**src/sv/vertex_dedup_indexer_assert.svh**
```systemverilog
// ---------------------------------------------------------------------------
// vertex_dedup_indexer assertion macros
// concurrent checks on clk, disabled while rst is high
// ---------------------------------------------------------------------------
`ifndef VERTEX_DEDUP_INDEXER_ASSERT_SVH
`define VERTEX_DEDUP_INDEXER_ASSERT_SVH

// antecedent implies consequent in the same cycle
`define VDI_ASSERT_NOW(lbl, ante, cons, msg) \
  lbl: assert property (@(posedge clk) disable iff (rst) (ante) |-> (cons)) else $error(msg);

// antecedent implies consequent in the next cycle
`define VDI_ASSERT_NEXT(lbl, ante, cons, msg) \
  lbl: assert property (@(posedge clk) disable iff (rst) (ante) |=> (cons)) else $error(msg);

`endif

```
**src/sv/vdi_pkg.sv**
```systemverilog
// ---------------------------------------------------------------------------
// vdi_pkg
// shared constants and types for the vertex deduplication indexer
// ---------------------------------------------------------------------------
`default_nettype none

package vdi_pkg;

  localparam int MAX_CORNERS      = 1024;
  localparam int WORDS_PER_CORNER = 8;
  localparam int WORD_W           = 32;
  localparam int CORNER_W         = WORDS_PER_CORNER * WORD_W;
  localparam int IDX_W            = $clog2(MAX_CORNERS);
  localparam int CNT_W            = $clog2(MAX_CORNERS + 1);
  localparam int OUT_IDX_W        = 10;

  typedef logic [CORNER_W-1:0] corner_t;
  typedef logic [CNT_W-1:0]    cnt_t;
  typedef logic [IDX_W-1:0]    addr_t;

  typedef enum logic {
    ST_IDLE,
    ST_SEARCH
  } state_t;

  typedef struct packed {
    logic  key_load;
    logic  rd_en;
    addr_t rd_addr;
    logic  wr_en;
    addr_t wr_addr;
  } mem_req_t;

  typedef struct packed {
    logic                 done;
    logic [OUT_IDX_W-1:0] index;
    logic                 found;
    logic                 ovf;
  } result_t;

endpackage

`default_nettype wire

```
**src/sv/vdi_ctrl.sv**
```systemverilog
// ---------------------------------------------------------------------------
// vdi_ctrl
// search sequencer: walks the stored corners, reports a match, else appends or flags overflow
// ---------------------------------------------------------------------------
`default_nettype none

module vdi_ctrl (
  input  wire logic             clk,
  input  wire logic             rst,
  input  wire logic             start,
  input  wire logic             first_corner,
  input  wire logic             match,
  output      logic             busy,
  output      vdi_pkg::mem_req_t req,
  output      vdi_pkg::result_t  res
);
  import vdi_pkg::*;

  localparam cnt_t FULL = CNT_W'(MAX_CORNERS);

  state_t  state, state_next;
  cnt_t    count, count_next;
  cnt_t    ptr, ptr_next;
  logic    inflight, inflight_next;
  cnt_t    inflight_idx, inflight_idx_next;
  result_t res_next;

  always_ff @(posedge clk) begin
    if (rst) begin
      state    <= ST_IDLE;
      count    <= '0;
      inflight <= 1'b0;
      res.done <= 1'b0;
    end else begin
      state    <= state_next;
      count    <= count_next;
      inflight <= inflight_next;
      res.done <= res_next.done;
    end
    ptr          <= ptr_next;
    inflight_idx <= inflight_idx_next;
    res.index    <= res_next.index;
    res.found    <= res_next.found;
    res.ovf      <= res_next.ovf;
  end

  always_comb begin
    state_next        = state;
    count_next        = count;
    ptr_next          = ptr;
    inflight_next     = inflight;
    inflight_idx_next = inflight_idx;
    req               = '0;
    res_next          = '0;
    unique case (state)
      ST_IDLE: begin
        if (start) begin
          count_next    = first_corner ? '0 : count;
          ptr_next      = '0;
          inflight_next = 1'b0;
          req.key_load  = 1'b1;
          state_next    = ST_SEARCH;
        end
      end
      ST_SEARCH: begin
        if (ptr < count) begin
          req.rd_en         = 1'b1;
          req.rd_addr       = ptr[IDX_W-1:0];
          ptr_next          = ptr + CNT_W'(1);
          inflight_next     = 1'b1;
          inflight_idx_next = ptr;
        end else begin
          inflight_next = 1'b0;
        end
        if (inflight && match) begin
          res_next.done  = 1'b1;
          res_next.found = 1'b1;
          res_next.index = OUT_IDX_W'(inflight_idx);
          state_next     = ST_IDLE;
        end else if (!inflight && (ptr >= count)) begin
          res_next.done = 1'b1;
          if (count == FULL) begin
            res_next.ovf = 1'b1;
          end else begin
            req.wr_en      = 1'b1;
            req.wr_addr    = count[IDX_W-1:0];
            res_next.index = OUT_IDX_W'(count);
            count_next     = count + CNT_W'(1);
          end
          state_next = ST_IDLE;
        end
      end
      default: begin
        state_next = ST_IDLE;
      end
    endcase
  end

  assign busy = (state != ST_IDLE);

endmodule

`default_nettype wire

```
**config.mk**
```make
export PLATFORM = sky130hd
export DESIGN_NAME = vdi_ctrl
export DESIGN_NICKNAME = d
export VERILOG_FILES = /design/src/sv/vertex_dedup_indexer_assert.svh /design/src/sv/vdi_pkg.sv /design/src/sv/vdi_ctrl.sv
export SDC_FILE = /design/constraint.sdc
export NUM_CORES = 1
export LEC_CHECK = 0
export BUFFER_PORTS_ARGS = -buffer_cell sky130_fd_sc_hd__buf_2
export CORE_UTILIZATION = 51
export CTS_BUF_LIST = sky130_fd_sc_hd__clkbuf_4
export CTS_CLUSTER_DIAMETER = 40
export CTS_CLUSTER_SIZE = 10
export DETAILED_ROUTE_END_ITERATION = 7
export GPL_TIMING_DRIVEN = 0
export HOLD_SLACK_MARGIN = 0.03
export PLACE_DENSITY_LB_ADDON = 0.05
export SYNTH_ARGS = -nofsm -noshare
export SYNTH_HDL_FRONTEND = slang
export SYNTH_SLANG_ARGS = --single-unit
export TNS_END_PERCENT = 1
```
**constraint.sdc**
```tcl
create_clock -name clk -period 4.45 [get_ports clk]
set_clock_uncertainty 0.2 [all_clocks]
set_input_delay 0.89 -clock clk [delete_from_list [all_inputs] [get_ports clk]]
set_output_delay 0.89 -clock clk [all_outputs]
set_load 0.01 [all_outputs]
```
==> results of run 1 <==
-- stage by stage --
step                instance area (um2)  utilization, %  std cells  setup WS (ps)
CTS                                2770            62.0        347            573
finish                             2770            62.0        347            556
detailed placement                 2720            60.7        339            996
floorplan                          2450               -        247           1400
global route                       2770            62.0        347            355
global placement                   2720            60.7        339           1010
-- final timing paths --
kind	from	slack, ps	depth (start not counted)	end
hold reg to reg	inflight_idx[3]	260	1	res[5]
hold / removal	inflight_idx[3]	260	1	res[5]
setup reg to reg	count[6]	1710	7	ptr[10]
setup / recovery	count[6]	560	9	req[18]
-- report_power, final --
group          switching [mW]  total, mW  internal, mW  leakage [nW]
Clock                   0.134      0.201        0.0673        0.0317
Combinational          0.0903      0.152        0.0616         0.787
Sequential             0.0295      0.514         0.484         0.413
-- kinds of logic (layout without fill, tap and decap cells) --
group                      after synthesis  in the layout
xor gates and xnor gates                 5              5
buffers and inverters                   26             74
muxes                                    1              1
adders and majority gates               14             14
and+or+nand+nor                        102            102
AOI/OAI and AO/OA                       52             52
DFF                                     47             47
-- sequential cells by signal, indices dropped and copies added (netlist names) --
signal / count
busy: 1
count: 11
inflight: 1
inflight_idx: 10
ptr: 11
res: 13
-- layout by cell type, fill, tap and decap left out, drive strengths merged, types with 2 or more instances in the layout --
cell type and instances:
nand2 13, ha 14, o31ai 4, a21oi 11, a21boi 4, nor2 13
nand4 2, nor3 4, a21o 11, or3 4, a311oi 2, nor2b 6
o311ai 3, edfxtp 21, buf 47, xnor2 4, nor4 3, o21a 3
inv 13, clkbuf 12, nand2b 3, dfxtp 26, nand3b 2, a31oi 2
and2 26, o21ai 8, nand3 18, and3 5
-- critical path: cells and delay by family, from the launching register on --
kind / cells / cell delay, ps
AO/OA/AOI/OAI: 3 / 630
adder cells (fa/ha/maj): 1 / 310
buffers and inverters: 3 / 620
flip-flops: 1 / 470
AND/OR/NAND/NOR: 2 / 420
-- metal layers --
layer	vias to the layer above	part of all wire [%]	wire length, um	GRT usage (%)
met2	45	48	2610	36.1
li1	973	-	-	-
met1	900	47	2560	32.0
met5	-	0	0	0
met4	0	0.75	41	6.00
met3	4	4.3	232	4.64
-- layout make-up --
class                   instances  area share, %
clock buffers                   6           1.62
well taps                      52           2.35
clock inverters                 2          0.451
flip-flops and latches         47           41.5
inverters                      13           1.76
repair buffers                 40           7.22
multi-input cells             174           42.6
plain buffers                  13           2.48
==> metrics.md, run 1 <==
| Metric | Value |
|---|---|
| Primary FF master, synth | dfxtp_1 |
| CP required | 3360 ps |
| GRT Overall Usage | 22.8% |
| Syn Nets | 266 |
| Die Y | 71.3 um |
| Skew-Pair Late Insertion Delay | 350 ps |
| Crit path capture type | output pin |
| Slowest stage delay, CP | 470 ps |
| Vias after detailed routing | 1922 |
| Post-route ant nets | 0 |
| Critical-path cell list | inv_1, ha_1, a211oi_1, o21a_1, o31a_4, and3_1, buf_2, and2_1, buf_2 |
| Synthesized flop and latch total | 47 |
| Unique masters post-synth | 44 |
| Tot Pwr | 0.867 mW |
| Cells after Synth | 247 |
| DR pass1 iterations | 6 |
| CP most frequent cell | buf_2 |
| Relative slew slack | 64.9% |
| Global route overflow | 0 |
| 1st-iter DRT viols | 138 |
| Area grow syn2layout | 13.2% |
| Post-synthesis adder-cell area fraction | 7.15% |
| Sequential area share after synthesis | 47.0% |
| Worst Hold Class | flip-flop to flip-flop |
| Compound-Gate Fraction of Synth Area | 15.7% |
| HPWL Detailed | 3930 um |
| FFs w/ async S/R, synth | 0% |
| Final wirelength | 5440 um |
| Final Setup Violations | 0 |
| Clock tree from TritonCTS | done |
| Longest Clk Path Bufs | 2 |
| Crit-path max FO | 20 |
| Max Slew Vio Count | 0 |
| DR vias/cell | 5.54 |
| Reg area | 0.00115 mm2 |
| FMAX | 257 MHz |
| FILL cells | 394 |
| Cts repair resizes | 0 |
| Outcome | complete, but fails checks |
| Initial antenna violation count | 0 |
| Worst Max-Slew Pin Slew | 526 ps |
| Failing checks | DRC |
| Largest family of logic cells by synthesized area | simple AND/OR/NAND/NOR gates |
| Post-synth EDFFs | 21 |
| Multi-input logic area | 0.00118 mm2 |
| Rows | 24 |
| Vias in the first global route | 1771 |
| Area leader, netlist | edfxtp_1 |
| Slowest cell on the critical path | dfxtp_1 |
| # diodes | 0 |
| Critical path launch point type | flip-flop |
| Fin crit period | 3890 ps |
| Static leakage | 1.23 nW |
| Die X | 71.3 um |
| Crit path kind | flip-flop to output pin |
| Most numerous cell in the Yosys netlist | dfxtp_1 |
| Largest net degree at the start of global routing | 21 |
| First-pass GRT wire length | 8790 um |
| Pwr per Cell Area | 313 mW/mm2 |
| Clock Sinks | 47 |
| Post-Syn Area | 0.00245 mm2 |
| Max IR drop VDD | 0.169 mV |
| WHS | 260 ps |
| CTS H-tree depth | 2 |
| Core Area | 0.00447 mm2 |
| Unrepaired setup endpoints after global routing | false |
| Synth Area in XOR/XNOR | 1.79% |
| Synth top cells by count | 26 x dfxtp_1, 24 x and2_1, 21 x edfxtp_1 |
| CTS Root Cell | clkbuf_4 |
| Avg WL per Cell | 15.7 um |
| Layout cells sized above 1 | 21.0% |
| Share of the synthesized area in the top cell type | 25.7% |
| Worst EP arrival | 2800 ps |
| Cts bufs inserted | 5 |
| Initial Utilization | 54.8% |
| Die area | 0.00509 mm2 |
| Final Hold Fails | 0 |
| Residual DRC count | 3 |
| Post-CTS Setup Bufs | 0 |
| Yosys warning count | 0 |
| Setup TNS | 0 ps |
| Max-cap viol count | 0 |
| Mux contribution to synthesized area | 0.408% |
| Gpl congestion | 0.803 |
| Area contributors post-synth | edfxtp_1 26%, dfxtp_1 21%, ha_1 7.1%, and2_1 6.1%, nand3_1 3.7% |
| Final worst path period share | 87.5% |
| Ports | 42 |
| # hold bufs at CTS | 0 |
| Port Buffers | 40 |
| CTS clk-pin slew, worst paths | 140 ps |
| Final #Nets | 313 |
| Simple-Gate Fraction of Synth Area | 23.2% |
| Synth Area per Inst | 9.92 um2 |
Note: power is estimated with default switching activity, not from simulation.
==> run 2, diff against run 1 <==
--- a/config.mk
+++ b/config.mk
@@ -5,7 +5,7 @@
 export SDC_FILE = /design/constraint.sdc
 export NUM_CORES = 1
 export LEC_CHECK = 0
-export BUFFER_PORTS_ARGS = -buffer_cell sky130_fd_sc_hd__buf_2
+export BUFFER_PORTS_ARGS = -buffer_cell sky130_fd_sc_hd__clkbuf_2
 export CORE_UTILIZATION = 51
 export CTS_BUF_LIST = sky130_fd_sc_hd__clkbuf_4
 export CTS_CLUSTER_DIAMETER = 40
==> metrics.md, run 2 (same netlist as run 1, synthesis figures left out) <==
| Metric | Value |
|---|---|
| Final #Nets | 313 (unchanged) |
| Finished layout cell area | 0.00280 mm2 (was 0.00277 mm2) |
| Ports | 42 (unchanged) |
| Area grow syn2layout | 14.2% (was 13.2%) |
| Final Setup Violations | 0 (unchanged) |
| Unrepaired setup endpoints after global routing | false (unchanged) |
| # diodes | 0 (unchanged) |
| Multi-input logic area | 0.00118 mm2 (unchanged) |
| Core Area | 0.00447 mm2 (unchanged) |
| Reg2Reg Depth | 7 (unchanged) |
| Longest Clk Path Bufs | 2 (unchanged) |
| Die area | 0.00509 mm2 (unchanged) |
| Initial Utilization | 54.8% (unchanged) |
| Max reg flops | 13 (unchanged) |
| FMAX | 255 MHz (was 257 MHz) |
| Crit path capture type | output pin (unchanged) |
| Global route overflow | 0 (unchanged) |
| Die X | 71.3 um (unchanged) |
| Vias after detailed routing | 1929 (was 1922) |
| Port Buffers | 40 (unchanged) |
| R2R Setup Slk | 1690 ps (was 1710 ps) |
| Static leakage | 1.21 nW (was 1.23 nW) |
| Relative slew slack | 66.0% (was 64.9%) |
| Skew-Pair Late Insertion Delay | 370 ps (was 350 ps) |
| Clock Sinks | 47 (unchanged) |
| Worst Setup EP | req[16] (was req[18]) |
| 1st-iter DRT viols | 135 (was 138) |
| Vias in the first global route | 1828 (was 1771) |
| Top flop regs | res (13), count (11), ptr (11) (unchanged) |
| Worst reg2reg path endpoint | ptr[8] (was ptr[10]) |
| Pwr per Cell Area | 333 mW/mm2 (was 313 mW/mm2) |
| HPWL Detailed | 3920 um (was 3930 um) |
| Cts bufs inserted | 5 (unchanged) |
| DR pass1 iterations | 6 (unchanged) |
| Slowest cell on the critical path | dfxtp_1 (unchanged) |
| Final worst path period share | 88.2% (was 87.5%) |
| Cell area after placement | 0.00272 mm2 (unchanged) |
| DR vias/cell | 5.56 (was 5.54) |
| Max IR drop VDD | 0.189 mV (was 0.169 mV) |
| Max-cap viol count | 0 (unchanged) |
| Initial antenna violation count | 0 (unchanged) |
| Worst EP arrival | 2840 ps (was 2800 ps) |
| CP required | 3360 ps (about the same) |
| First-pass GRT wire length | 9030 um (was 8790 um) |
| Post-route ant nets | 0 (unchanged) |
| Slowest stage delay, CP | 470 ps (about the same) |
| Reg area | 0.00115 mm2 (unchanged) |
| Avg WL per Cell | 15.4 um (was 15.7 um) |
| Setup TNS | 0 ps (unchanged) |
| Max Slew Vio Count | 0 (unchanged) |
| Crit path kind | flip-flop to output pin (unchanged) |
| Clock tree from TritonCTS | done (unchanged) |
| Critical path launch point type | flip-flop (unchanged) |
| FILL cells | 385 (was 394) |
| Final wirelength | 5360 um (was 5440 um) |
| Placed Instances | 339 (unchanged) |
| Worst Hold Class | flip-flop to flip-flop (unchanged) |
| CTS clk-pin slew, worst paths | 140 ps (about the same) |
| GRT Overall Usage | 23.2% (was 22.8%) |
| CTS Root Cell | clkbuf_4 (unchanged) |
| Crit-path max FO | 20 (unchanged) |
| # hold bufs at CTS | 0 (unchanged) |
| Most flops, register | res (unchanged) |
| Post-CTS Setup Bufs | 0 (unchanged) |
| Cts repair resizes | 0 (unchanged) |
| Launch point of the worst path | count[6] (unchanged) |
| Layout cells sized above 1 | 21.0% (unchanged) |
| Most common cell after layout, fill and taps aside | clkbuf_2 (was buf_2) |
| Residual DRC count | 3 (unchanged) |
| Worst R2R Start | count[6] (unchanged) |
| Fin crit period | 3930 ps (was 3890 ps) |
| Most frequent cells in the layout | 40 x clkbuf_2, 26 x dfxtp_1, 24 x and2_1 (was 44 x buf_2, 26 x dfxtp_1, 24 x and2_1) |
| Critical-path cell list | inv_1, ha_1, a211oi_1, o21a_1, o31a_4, and3_1, buf_2, and2_1, clkbuf_2 (was inv_1, ha_1, a211oi_1, o21a_1, o31a_4, and3_1, buf_2, and2_1, buf_2) |
| Largest net degree at the start of global routing | 21 (unchanged) |
| Final Hold Fails | 0 (unchanged) |
| Failing checks | DRC (unchanged) |
| Die Y | 71.3 um (unchanged) |
| Rows | 24 (unchanged) |
| Outcome | complete, but fails checks (unchanged) |
| Layout Cells excl Fill | 347 (unchanged) |
| Worst Max-Slew Pin Slew | 511 ps (was 526 ps) |
| Tot Pwr | 0.931 mW (was 0.867 mW) |
| Gpl congestion | 0.802 (was 0.803) |
| CTS H-tree depth | 2 (unchanged) |
## run 2: cell types whose count changed in the layout (fill, tap and decap cells not counted)
cell / delta
buf_2: -40
bufinv_16: +1
clkbuf_2: +40
clkinv_2: -1
## run 2: cell type report
type,count,share of cell area (%)
flip-flops and latches,47,41.1
clock inverters,2,1.34
well taps,52,2.32
inverters,13,1.74
clock buffers,6,1.61
plain buffers,13,2.46
multi-input cells,174,42.2
repair buffers,40,7.15
## run 2: through the flow
stage | hold WS, ps | utilization (%) | setup slack [ps]
final | 259 | 62.6 | 523
after global placement | 224 | 60.7 | 1000
after global routing | 278 | 62.6 | 328
after floorplan | 219 | - | 1400
after CTS | 264 | 62.6 | 530
after detailed placement | 229 | 60.7 | 948
## run 2: worst max-delay path: cells and delay by family, from the launching register on
kind / cells / cell delay [ps]
AO/OA/AOI/OAI: 3 / 670
buffers and inverters: 3 / 610
flip-flops: 1 / 470
AND/OR/NAND/NOR: 2 / 400
adder cells (fa/ha/maj): 1 / 320
## run 2: worst min path at each step
| stage | start | endpoint | slack, ps | depth (start not counted) |
|---|---|---|---|---|
| after global routing | inflight_idx[4] | res[6] | 280 | 1 |
| after global placement | inflight_idx[3] | res[5] | 220 | 1 |
| after detailed placement | inflight_idx[3] | res[5] | 230 | 1 |
| final | inflight_idx[5] | res[7] | 260 | 1 |
| after CTS | inflight_idx[5] | res[7] | 260 | 1 |
| after floorplan | inflight_idx[8] | res[10] | 220 | 1 |
## run 2: per-layer routing
layer | GRT usage [%] | vias up | wire length (um)
li1 | - | 975 | -
met1 | 32.5 | 911 | 2550
met4 | 7.33 | 0 | 60
met5 | 0 | - | 0
met3 | 4.22 | 6 | 177
met2 | 36.7 | 37 | 2570
## run 2: where the power goes
group          switching (mW)  total [mW]  internal (mW)
Clock                   0.141       0.265          0.125
Sequential             0.0295       0.514          0.484
Combinational          0.0904       0.152         0.0616
